`config.mk`:
```
export PLATFORM = sky130hd
export DESIGN_NAME = sstf_seek_order
export DESIGN_NICKNAME = d
export VERILOG_FILES = /design/src/sv/sstf_pkg.sv /design/src/sv/sstf_ram.sv /design/src/sv/sstf_scan.sv /design/src/sv/sstf_seek_order.sv
export SDC_FILE = /design/constraint.sdc
export NUM_CORES = 1
export LEC_CHECK = 0
export BUFFER_PORTS_ARGS = -buffer_cell sky130_fd_sc_hd__buf_2
export CORE_MARGIN = 4
export CORE_UTILIZATION = 67
export CTS_CLUSTER_SIZE = 40
export DETAILED_ROUTE_END_ITERATION = 10
export GPL_ROUTABILITY_DRIVEN = 0
export PLACE_DENSITY = 0.85
export SLEW_MARGIN = 10
export SYNTH_ARGS = -nofsm -noshare
export SYNTH_HDL_FRONTEND = slang
export SYNTH_SLANG_ARGS = --single-unit
```
`constraint.sdc`:
```
create_clock -name clk -period 16.2 [get_ports clk]
set_input_delay 4.86 -clock clk [delete_from_list [all_inputs] [get_ports clk]]
set_output_delay 4.86 -clock clk [all_outputs]
set_load 0.005 [all_outputs]
```
`src/sv/sstf_pkg.sv`:
```
// ----------------------------------------------------------------------------
// sstf_pkg
// shared types and constants of the shortest-seek-first request orderer
// ----------------------------------------------------------------------------
package sstf_pkg;

  localparam int MAX_REQUESTS = 64;
  localparam int TRACK_BITS   = 16;
  localparam int TOTAL_BITS   = 22;
  localparam int IDX_BITS     = $clog2(MAX_REQUESTS);
  localparam int CNT_BITS     = $clog2(MAX_REQUESTS + 1);
  localparam int CFG_BITS     = 16;

  localparam logic [TOTAL_BITS-1:0] TOTAL_MAX = {TOTAL_BITS{1'b1}};
  localparam logic [CNT_BITS-1:0]   CNT_FULL  = CNT_BITS'(MAX_REQUESTS);

  // register index, taken from paddr[2]
  localparam logic REG_HEAD_START = 1'b0;

  typedef struct packed {
    logic [TRACK_BITS-1:0] track;
    logic                  last;
  } req_t;

  typedef struct packed {
    logic [TRACK_BITS-1:0] from_track;
    logic [TRACK_BITS-1:0] to_track;
    logic [TRACK_BITS-1:0] seek_distance;
    logic [TOTAL_BITS-1:0] total_moves;
    logic                  overflow;
    logic                  last_move;
  } res_t;

  // one beat of store data presented to the compare unit
  typedef struct packed {
    logic                  clr;
    logic                  vld;
    logic [IDX_BITS-1:0]   idx;
    logic [TRACK_BITS-1:0] trk;
  } scan_ctl_t;

  // best candidate found so far
  typedef struct packed {
    logic                  found;
    logic [IDX_BITS-1:0]   idx;
    logic [TRACK_BITS-1:0] gap;
    logic [TRACK_BITS-1:0] trk;
  } scan_best_t;

endpackage

```
`src/sv/sstf_ram.sv`:
```
// ----------------------------------------------------------------------------
// sstf_ram
// generic one-write one-read memory with registered read data
// ----------------------------------------------------------------------------
module sstf_ram #(
  parameter int WIDTH = 16,
  parameter int DEPTH = 64
) (
  input  logic                     clk,
  input  logic                     we,
  input  logic [$clog2(DEPTH)-1:0] waddr,
  input  logic [WIDTH-1:0]         wdata,
  input  logic [$clog2(DEPTH)-1:0] raddr,
  output logic [WIDTH-1:0]         rdata
);

  logic [WIDTH-1:0] mem [DEPTH];

  always_ff @(posedge clk) begin
    if (we) begin
      mem[waddr] <= wdata;
    end
    rdata <= mem[raddr];
  end

endmodule

```
`src/sv/sstf_scan.sv`:
```
// ----------------------------------------------------------------------------
// sstf_scan
// shared distance and compare unit, one store entry per cycle
// ----------------------------------------------------------------------------
module sstf_scan (
  input  logic                           clk,
  input  logic                           rst,
  input  logic [sstf_pkg::TRACK_BITS-1:0] head,
  input  sstf_pkg::scan_ctl_t            ctl,
  output sstf_pkg::scan_best_t           best
);
  import sstf_pkg::*;

  logic [TRACK_BITS-1:0] gap;
  logic                  take;

  // absolute distance from the head
  assign gap  = (head >= ctl.trk) ? (head - ctl.trk) : (ctl.trk - head);
  // ties go to the later entry
  assign take = ctl.vld && (!best.found || gap <= best.gap);

  always_ff @(posedge clk) begin
    if (rst || ctl.clr) begin
      best.found <= 1'b0;
    end else if (take) begin
      best.found <= 1'b1;
    end
    if (take) begin
      best.idx <= ctl.idx;
      best.gap <= gap;
      best.trk <= ctl.trk;
    end
  end

endmodule

```
`src/sv/sstf_seek_order.sv`:
```
// ----------------------------------------------------------------------------
// sstf_seek_order
// shortest-seek-time-first ordering of a batch of track requests
// ----------------------------------------------------------------------------
// usage:
//   requests come in as command beats: a beat is taken when start is high
//   and busy is low. beats are stored until the one with last set; that beat
//   is stored too and the batch is then served from head_start. requests
//   past the store depth are dropped and overflow is set on every result.
//   each move comes out on res for exactly one cycle with res_valid high;
//   the receiver cannot stall, so results are never held back.
// timing:
//   loading accepts one beat per cycle and busy stays low. after the last
//   beat busy is high while the batch is served. each pick walks the
//   request store through its single read port: a read is issued for each
//   stored entry, the registered read data goes to the compare unit, the
//   scan is closed and the move is then put out on res. the
//   distance compare unit is shared by all picks.
// reset:
//   rst is synchronous; it clears head_start, the batch count, served marks,
//   running total and overflow. the store itself needs no clearing.
// ----------------------------------------------------------------------------
module sstf_seek_order (
  input  logic                 clk,
  input  logic                 rst,
  // command channel
  input  logic                 start,
  output logic                 busy,
  input  sstf_pkg::req_t       req,
  // result channel
  output logic                 res_valid,
  output sstf_pkg::res_t       res,
  // configuration port
  input  logic                 psel,
  input  logic                 penable,
  input  logic                 pwrite,
  input  logic [2:0]           paddr,
  input  logic [31:0]          pwdata,
  output logic [31:0]          prdata,
  output logic                 pready
);
  import sstf_pkg::*;

  localparam logic [1:0] ST_LOAD = 2'd0;
  localparam logic [1:0] ST_SCAN = 2'd1;
  localparam logic [1:0] ST_EMIT = 2'd2;

  logic [1:0]            state;
  logic [CFG_BITS-1:0]   head_start;
  logic [CNT_BITS-1:0]   count;
  logic [CNT_BITS-1:0]   iss;
  logic [CNT_BITS-1:0]   pick;
  logic                  rd_vld;
  logic [IDX_BITS-1:0]   rd_idx;
  logic [MAX_REQUESTS-1:0] served;
  logic [TRACK_BITS-1:0] head;
  logic [TOTAL_BITS-1:0] total;
  logic [TOTAL_BITS-1:0] total_next;
  logic [TOTAL_BITS:0]   total_sum;
  logic                  dropped;

  logic                  accept;
  logic                  accept_last;
  logic                  store_we;
  logic                  last_pick;
  logic                  scan_done;
  logic                  cfg_wr;
  logic [TRACK_BITS-1:0] rd_data;
  scan_ctl_t             ctl;
  scan_best_t            best;

  // ---------------------------------------------------------------- config
  assign pready = 1'b1;
  assign cfg_wr = psel && penable && pwrite && pready;

  always_ff @(posedge clk) begin
    if (rst) begin
      head_start <= '0;
    end else if (cfg_wr && paddr[2] == REG_HEAD_START) begin
      head_start <= pwdata[CFG_BITS-1:0];
    end
  end

  always_comb begin
    prdata = '0;
    if (paddr[2] == REG_HEAD_START) begin
      prdata = 32'(head_start);
    end
  end

  // ---------------------------------------------------------------- loading
  assign busy        = (state != ST_LOAD);
  assign accept      = start && !busy;
  assign accept_last = accept && req.last;
  assign store_we    = accept && (count < CNT_FULL);

  sstf_ram #(
    .WIDTH (TRACK_BITS),
    .DEPTH (MAX_REQUESTS)
  ) u_store (
    .clk   (clk),
    .we    (store_we),
    .waddr (count[IDX_BITS-1:0]),
    .wdata (req.track),
    .raddr (iss[IDX_BITS-1:0]),
    .rdata (rd_data)
  );

  // ---------------------------------------------------------------- scan
  // a read is issued while iss < count; its data shows up in the next cycle
  assign scan_done = (iss == count) && !rd_vld;
  assign last_pick = (pick == count - CNT_BITS'(1));

  assign ctl.clr = accept_last || (state == ST_EMIT);
  assign ctl.vld = rd_vld && !served[rd_idx];
  assign ctl.idx = rd_idx;
  assign ctl.trk = rd_data;

  sstf_scan u_scan (
    .clk  (clk),
    .rst  (rst),
    .head (head),
    .ctl  (ctl),
    .best (best)
  );

  // saturating running total
  assign total_sum  = {1'b0, total} + (TOTAL_BITS+1)'(best.gap);
  assign total_next = total_sum[TOTAL_BITS] ? TOTAL_MAX : total_sum[TOTAL_BITS-1:0];

  // ---------------------------------------------------------------- sequencer
  always_ff @(posedge clk) begin
    if (rst) begin
      state   <= ST_LOAD;
      count   <= '0;
      iss     <= '0;
      pick    <= '0;
      rd_vld  <= 1'b0;
      served  <= '0;
      head    <= '0;
      total   <= '0;
      dropped <= 1'b0;
    end else begin
      case (state)
        ST_LOAD: begin
          if (accept) begin
            if (store_we) begin
              count <= count + CNT_BITS'(1);
            end else begin
              dropped <= 1'b1;
            end
            if (req.last) begin
              head   <= head_start[TRACK_BITS-1:0];
              iss    <= '0;
              pick   <= '0;
              rd_vld <= 1'b0;
              state  <= ST_SCAN;
            end
          end
        end
        ST_SCAN: begin
          if (iss < count) begin
            iss    <= iss + CNT_BITS'(1);
            rd_vld <= 1'b1;
            rd_idx <= iss[IDX_BITS-1:0];
          end else begin
            rd_vld <= 1'b0;
          end
          if (scan_done) begin
            state <= ST_EMIT;
          end
        end
        ST_EMIT: begin
          // result beat goes out this cycle
          head   <= best.trk;
          pick   <= pick + CNT_BITS'(1);
          iss    <= '0;
          rd_vld <= 1'b0;
          if (last_pick) begin
            // batch finished, clear it for the next one
            served  <= '0;
            count   <= '0;
            total   <= '0;
            dropped <= 1'b0;
            state   <= ST_LOAD;
          end else begin
            served[best.idx] <= 1'b1;
            total            <= total_next;
            state            <= ST_SCAN;
          end
        end
        default: begin
          state <= ST_LOAD;
        end
      endcase
    end
  end

  // ---------------------------------------------------------------- result
  assign res_valid         = (state == ST_EMIT);
  assign res.from_track    = head;
  assign res.to_track      = best.trk;
  assign res.seek_distance = best.gap;
  assign res.total_moves   = total_next;
  assign res.overflow      = dropped;
  assign res.last_move     = last_pick;

  // ---------------------------------------------------------------- checks
  // two result beats always have a scan between them
  a_no_back_to_back: assert property (@(posedge clk) disable iff (rst)
    res_valid |=> !res_valid)
    else $error("result beats back to back");

  // a result only comes from a pick that found an unserved entry
  a_pick_found: assert property (@(posedge clk) disable iff (rst)
    res_valid |-> best.found)
    else $error("result without a candidate");

  // the final move returns the block to loading
  a_last_frees: assert property (@(posedge clk) disable iff (rst)
    res_valid && res.last_move |=> !busy)
    else $error("block still busy after final move");

  // the last beat of a batch starts serving
  a_last_starts: assert property (@(posedge clk) disable iff (rst)
    accept_last |=> busy && count != '0)
    else $error("batch not served after last beat");

endmodule
```
==> summary.txt <==
Startpoint Class: input pin
LEAKAGE: 18.3 nW
min-delay src: u_store.rdata[15]
Reg-to-Reg End: u_scan.best[30]
final hold slack: 468 ps
post-DP HPWL: 69.5 mm
share of cells above drive strength 1: 23.9%
wire length on met3: 12.6 mm
Die X-Extent: 282 µm
WL/cell: 31.0 µm
metal1 wirelength: 44.2 mm
CTS Hold Buffers Added: 0
Starting Density: 67.6%
Critical Path Fanout Max: 18
Final nets: 3149
Storage cell area: 35300 µm²
clk_skew: 42.2 ps
clk buf depth: 3
postcts setup bufs: 0
vias in the first global route: 28300
R2R Setup Slk: 10440 ps
ys async rst share: 0%
First-pass DRT Iterations: 7
Slew headroom: 11.0%
Cell variety after synth: 76
Mapped Cells: 2863
remaining routing DRC violations: 0
top cells by area, synth: edfxtp_1 64%, mux4_2 14%, dfxtp_1 6.4%, ha_1 1.8%, a21oi_1 1.6%
GR Util All Layers: 32.3%
CTS clock-pin slew for the worst setup and hold paths: 60 ps
yosys warns: 0
final instance area: 56000 µm²
mapped cell area: 50300 µm²
Final Max Slew Viols: 0
# fillers: 3879
top layer in use: met5
worst setup path endpoint: prdata[14]
first-pass GRT wire length: 187 mm
initial antenna violation count: 10
Mapped Avg Cell Area: 17.6 µm²
vias: 28400
DP Worst Slack: 6000 ps
fin crit share: 63.0%
r2r startpoint: u_store.rdata[0]
worst-case vdd ir drop: 0.000102 V
port bufs: 129
Critical Path Source: paddr[2]
Site Rows: 100
IO Pins: 165
area of the multi-input gates: 13900 µm²
Iteration-0 DRC Markers: 3908
CTS tree: yes
Critical Path End Type: primary output
EDFF count, synth: 1068
area grow syn2layout: 11.3%
Final Setup Violations: 0
GRT overflow: 0
pin count of the biggest net entering global routing: 109
Die Area: 79600 µm²
core region area: 74400 µm²
final hold vios: 0
status: finished clean
root buf cell: clkbuf_16
Worst Hold Class: flip-flop to flip-flop
Power Density: 119 nW/µm²
max_cap viols: 0
sequential fraction of the synthesis area: 70.1%
Final TNS setup: 0 ps
Req. time, crit path: 11340 ps
cell area after placement: 52000 µm²
FMAX: 98.0 MHz
fin crit period: 10200 ps
Final WS setup: 6000 ps
Vert. Die Dim: 282 µm
largest area contributor in the netlist: edfxtp_1
CTS buffer count: 116
most frequent cells in the layout: 1068 x edfxtp_1, 324 x mux4_2, 208 x nor2_1
Via density: 6.95
Synth Flop Type: edfxtp_1
RSZ-0062 raised after global routing: no
Worst Reg2Reg Path Length in Cells: 19
Final ANT Viol Nets: 0
Worst-Skew Late Latency: 710 ps
H-Tree Depth: 3
clk sink count: 1228
top cell type's share of synthesized area: 63.7%
worst setup path category: input pin to primary output
Tightest Pin Transition: 1320 ps
CP Data Arrival Time: 5340 ps
Seq cells post-synth: 1228
# resized after CTS: 0
commonest non-fill, non-tap cell in the layout: edfxtp_1
metal2 WL: 63.2 mm
Post-Route WL: 127 mm
-- power breakdown --
part           total, W  switching [W]  internal (W)  leakage [nW]
Clock           0.00283        0.00120       0.00163          1.93
Sequential      0.00348      0.0000223       0.00346          10.9
Combinational  0.000365       0.000227      0.000138          5.42
-- cells in the mapped netlist, drive strengths merged (4+ instances only) --
master,n
nor2,209
a21o,28
and2,9
mux4,324
nor2b,57
a31oi,11
edfxtp,1068
clkbuf,97
a21oi,165
inv,77
xor2,17
mux2,8
o21ai,52
and3,9
o21a,7
nand2b,13
nor3,13
o22ai,9
a311oi,18
mux2i,41
nand4,12
a211oi,37
o21bai,7
buf,99
xnor2,23
ha,74
a22o,16
nand3,22
nand2,112
dfxtp,160
o31a,4
or3,6
a2111oi,4
-- layer usage --
metal	up-vias	track usage (%)
met5	-	0
met4	10	14.0
met3	372	7.20
met2	1982	53.1
met1	14500	42.4
li1	11600	-
-- logic make-up (layout without fill, tap and decap cells) --
group / after synthesis / in the layout / share of synthesized area (%)
flip-flops: 1228 / 1228 / 70.1
multiplexers: 373 / 373 / 15.5
AO/OA/AOI/OAI: 386 / 386 / 4.82
AND/OR/NAND/NOR: 483 / 483 / 4.39
buffers and inverters: 274 / 511 / 2.54
XOR/XNOR: 40 / 40 / 0.696
adder cells (fa/ha/maj): 77 / 77 / 1.96
other: 2 / 19 / 0.0149
-- layout make-up --
class	count	area share (%)
well taps	969	2.16
repair buffers	214	2.41
clock buffers	147	5.65
inverters	78	0.522
diodes	2	0.00893
flip-flops and latches	1228	63.0
multi-input cells	1376	24.8
clock inverters	72	1.51
-- worst max-delay path: stages --
cell	delay [ps]
buf_2	260
nor2b_1	90
buf_2	140
-- worst min-delay path by stage --
stage	to	slack, ps	depth (start not counted)
2_1_floorplan	u_scan.best[15]	410	0
3_3_place_gp	u_scan.best[15]	430	0
3_5_place_dp	u_scan.best[15]	450	0
4_1_cts	served[28]	470	2
5_1_grt	u_scan.best[15]	490	0
6_report	u_scan.best[15]	470	0
-- state kept, by name (all words and copies together), names as in the netlist --
name / flops
count: 7
dropped: 1
head: 16
head_start: 16
iss: 7
pick: 7
rd_idx: 6
rd_vld: 1
served: 64
state: 2
total: 22
u_scan.best: 39
u_store.mem: 1024
u_store.rdata: 16
-- per-stage QoR --
step	std cells	total power, W	utilization (%)
after global routing	4084	0.00687	75.3
after floorplan	2878	0.00377	-
after CTS	4082	0.00668	75.2
after detailed placement	3863	0.00390	69.8
after global placement	3863	0.00388	69.8
final	4086	0.00668	75.3
No activity file was read; power rests on OpenSTA's default activity.
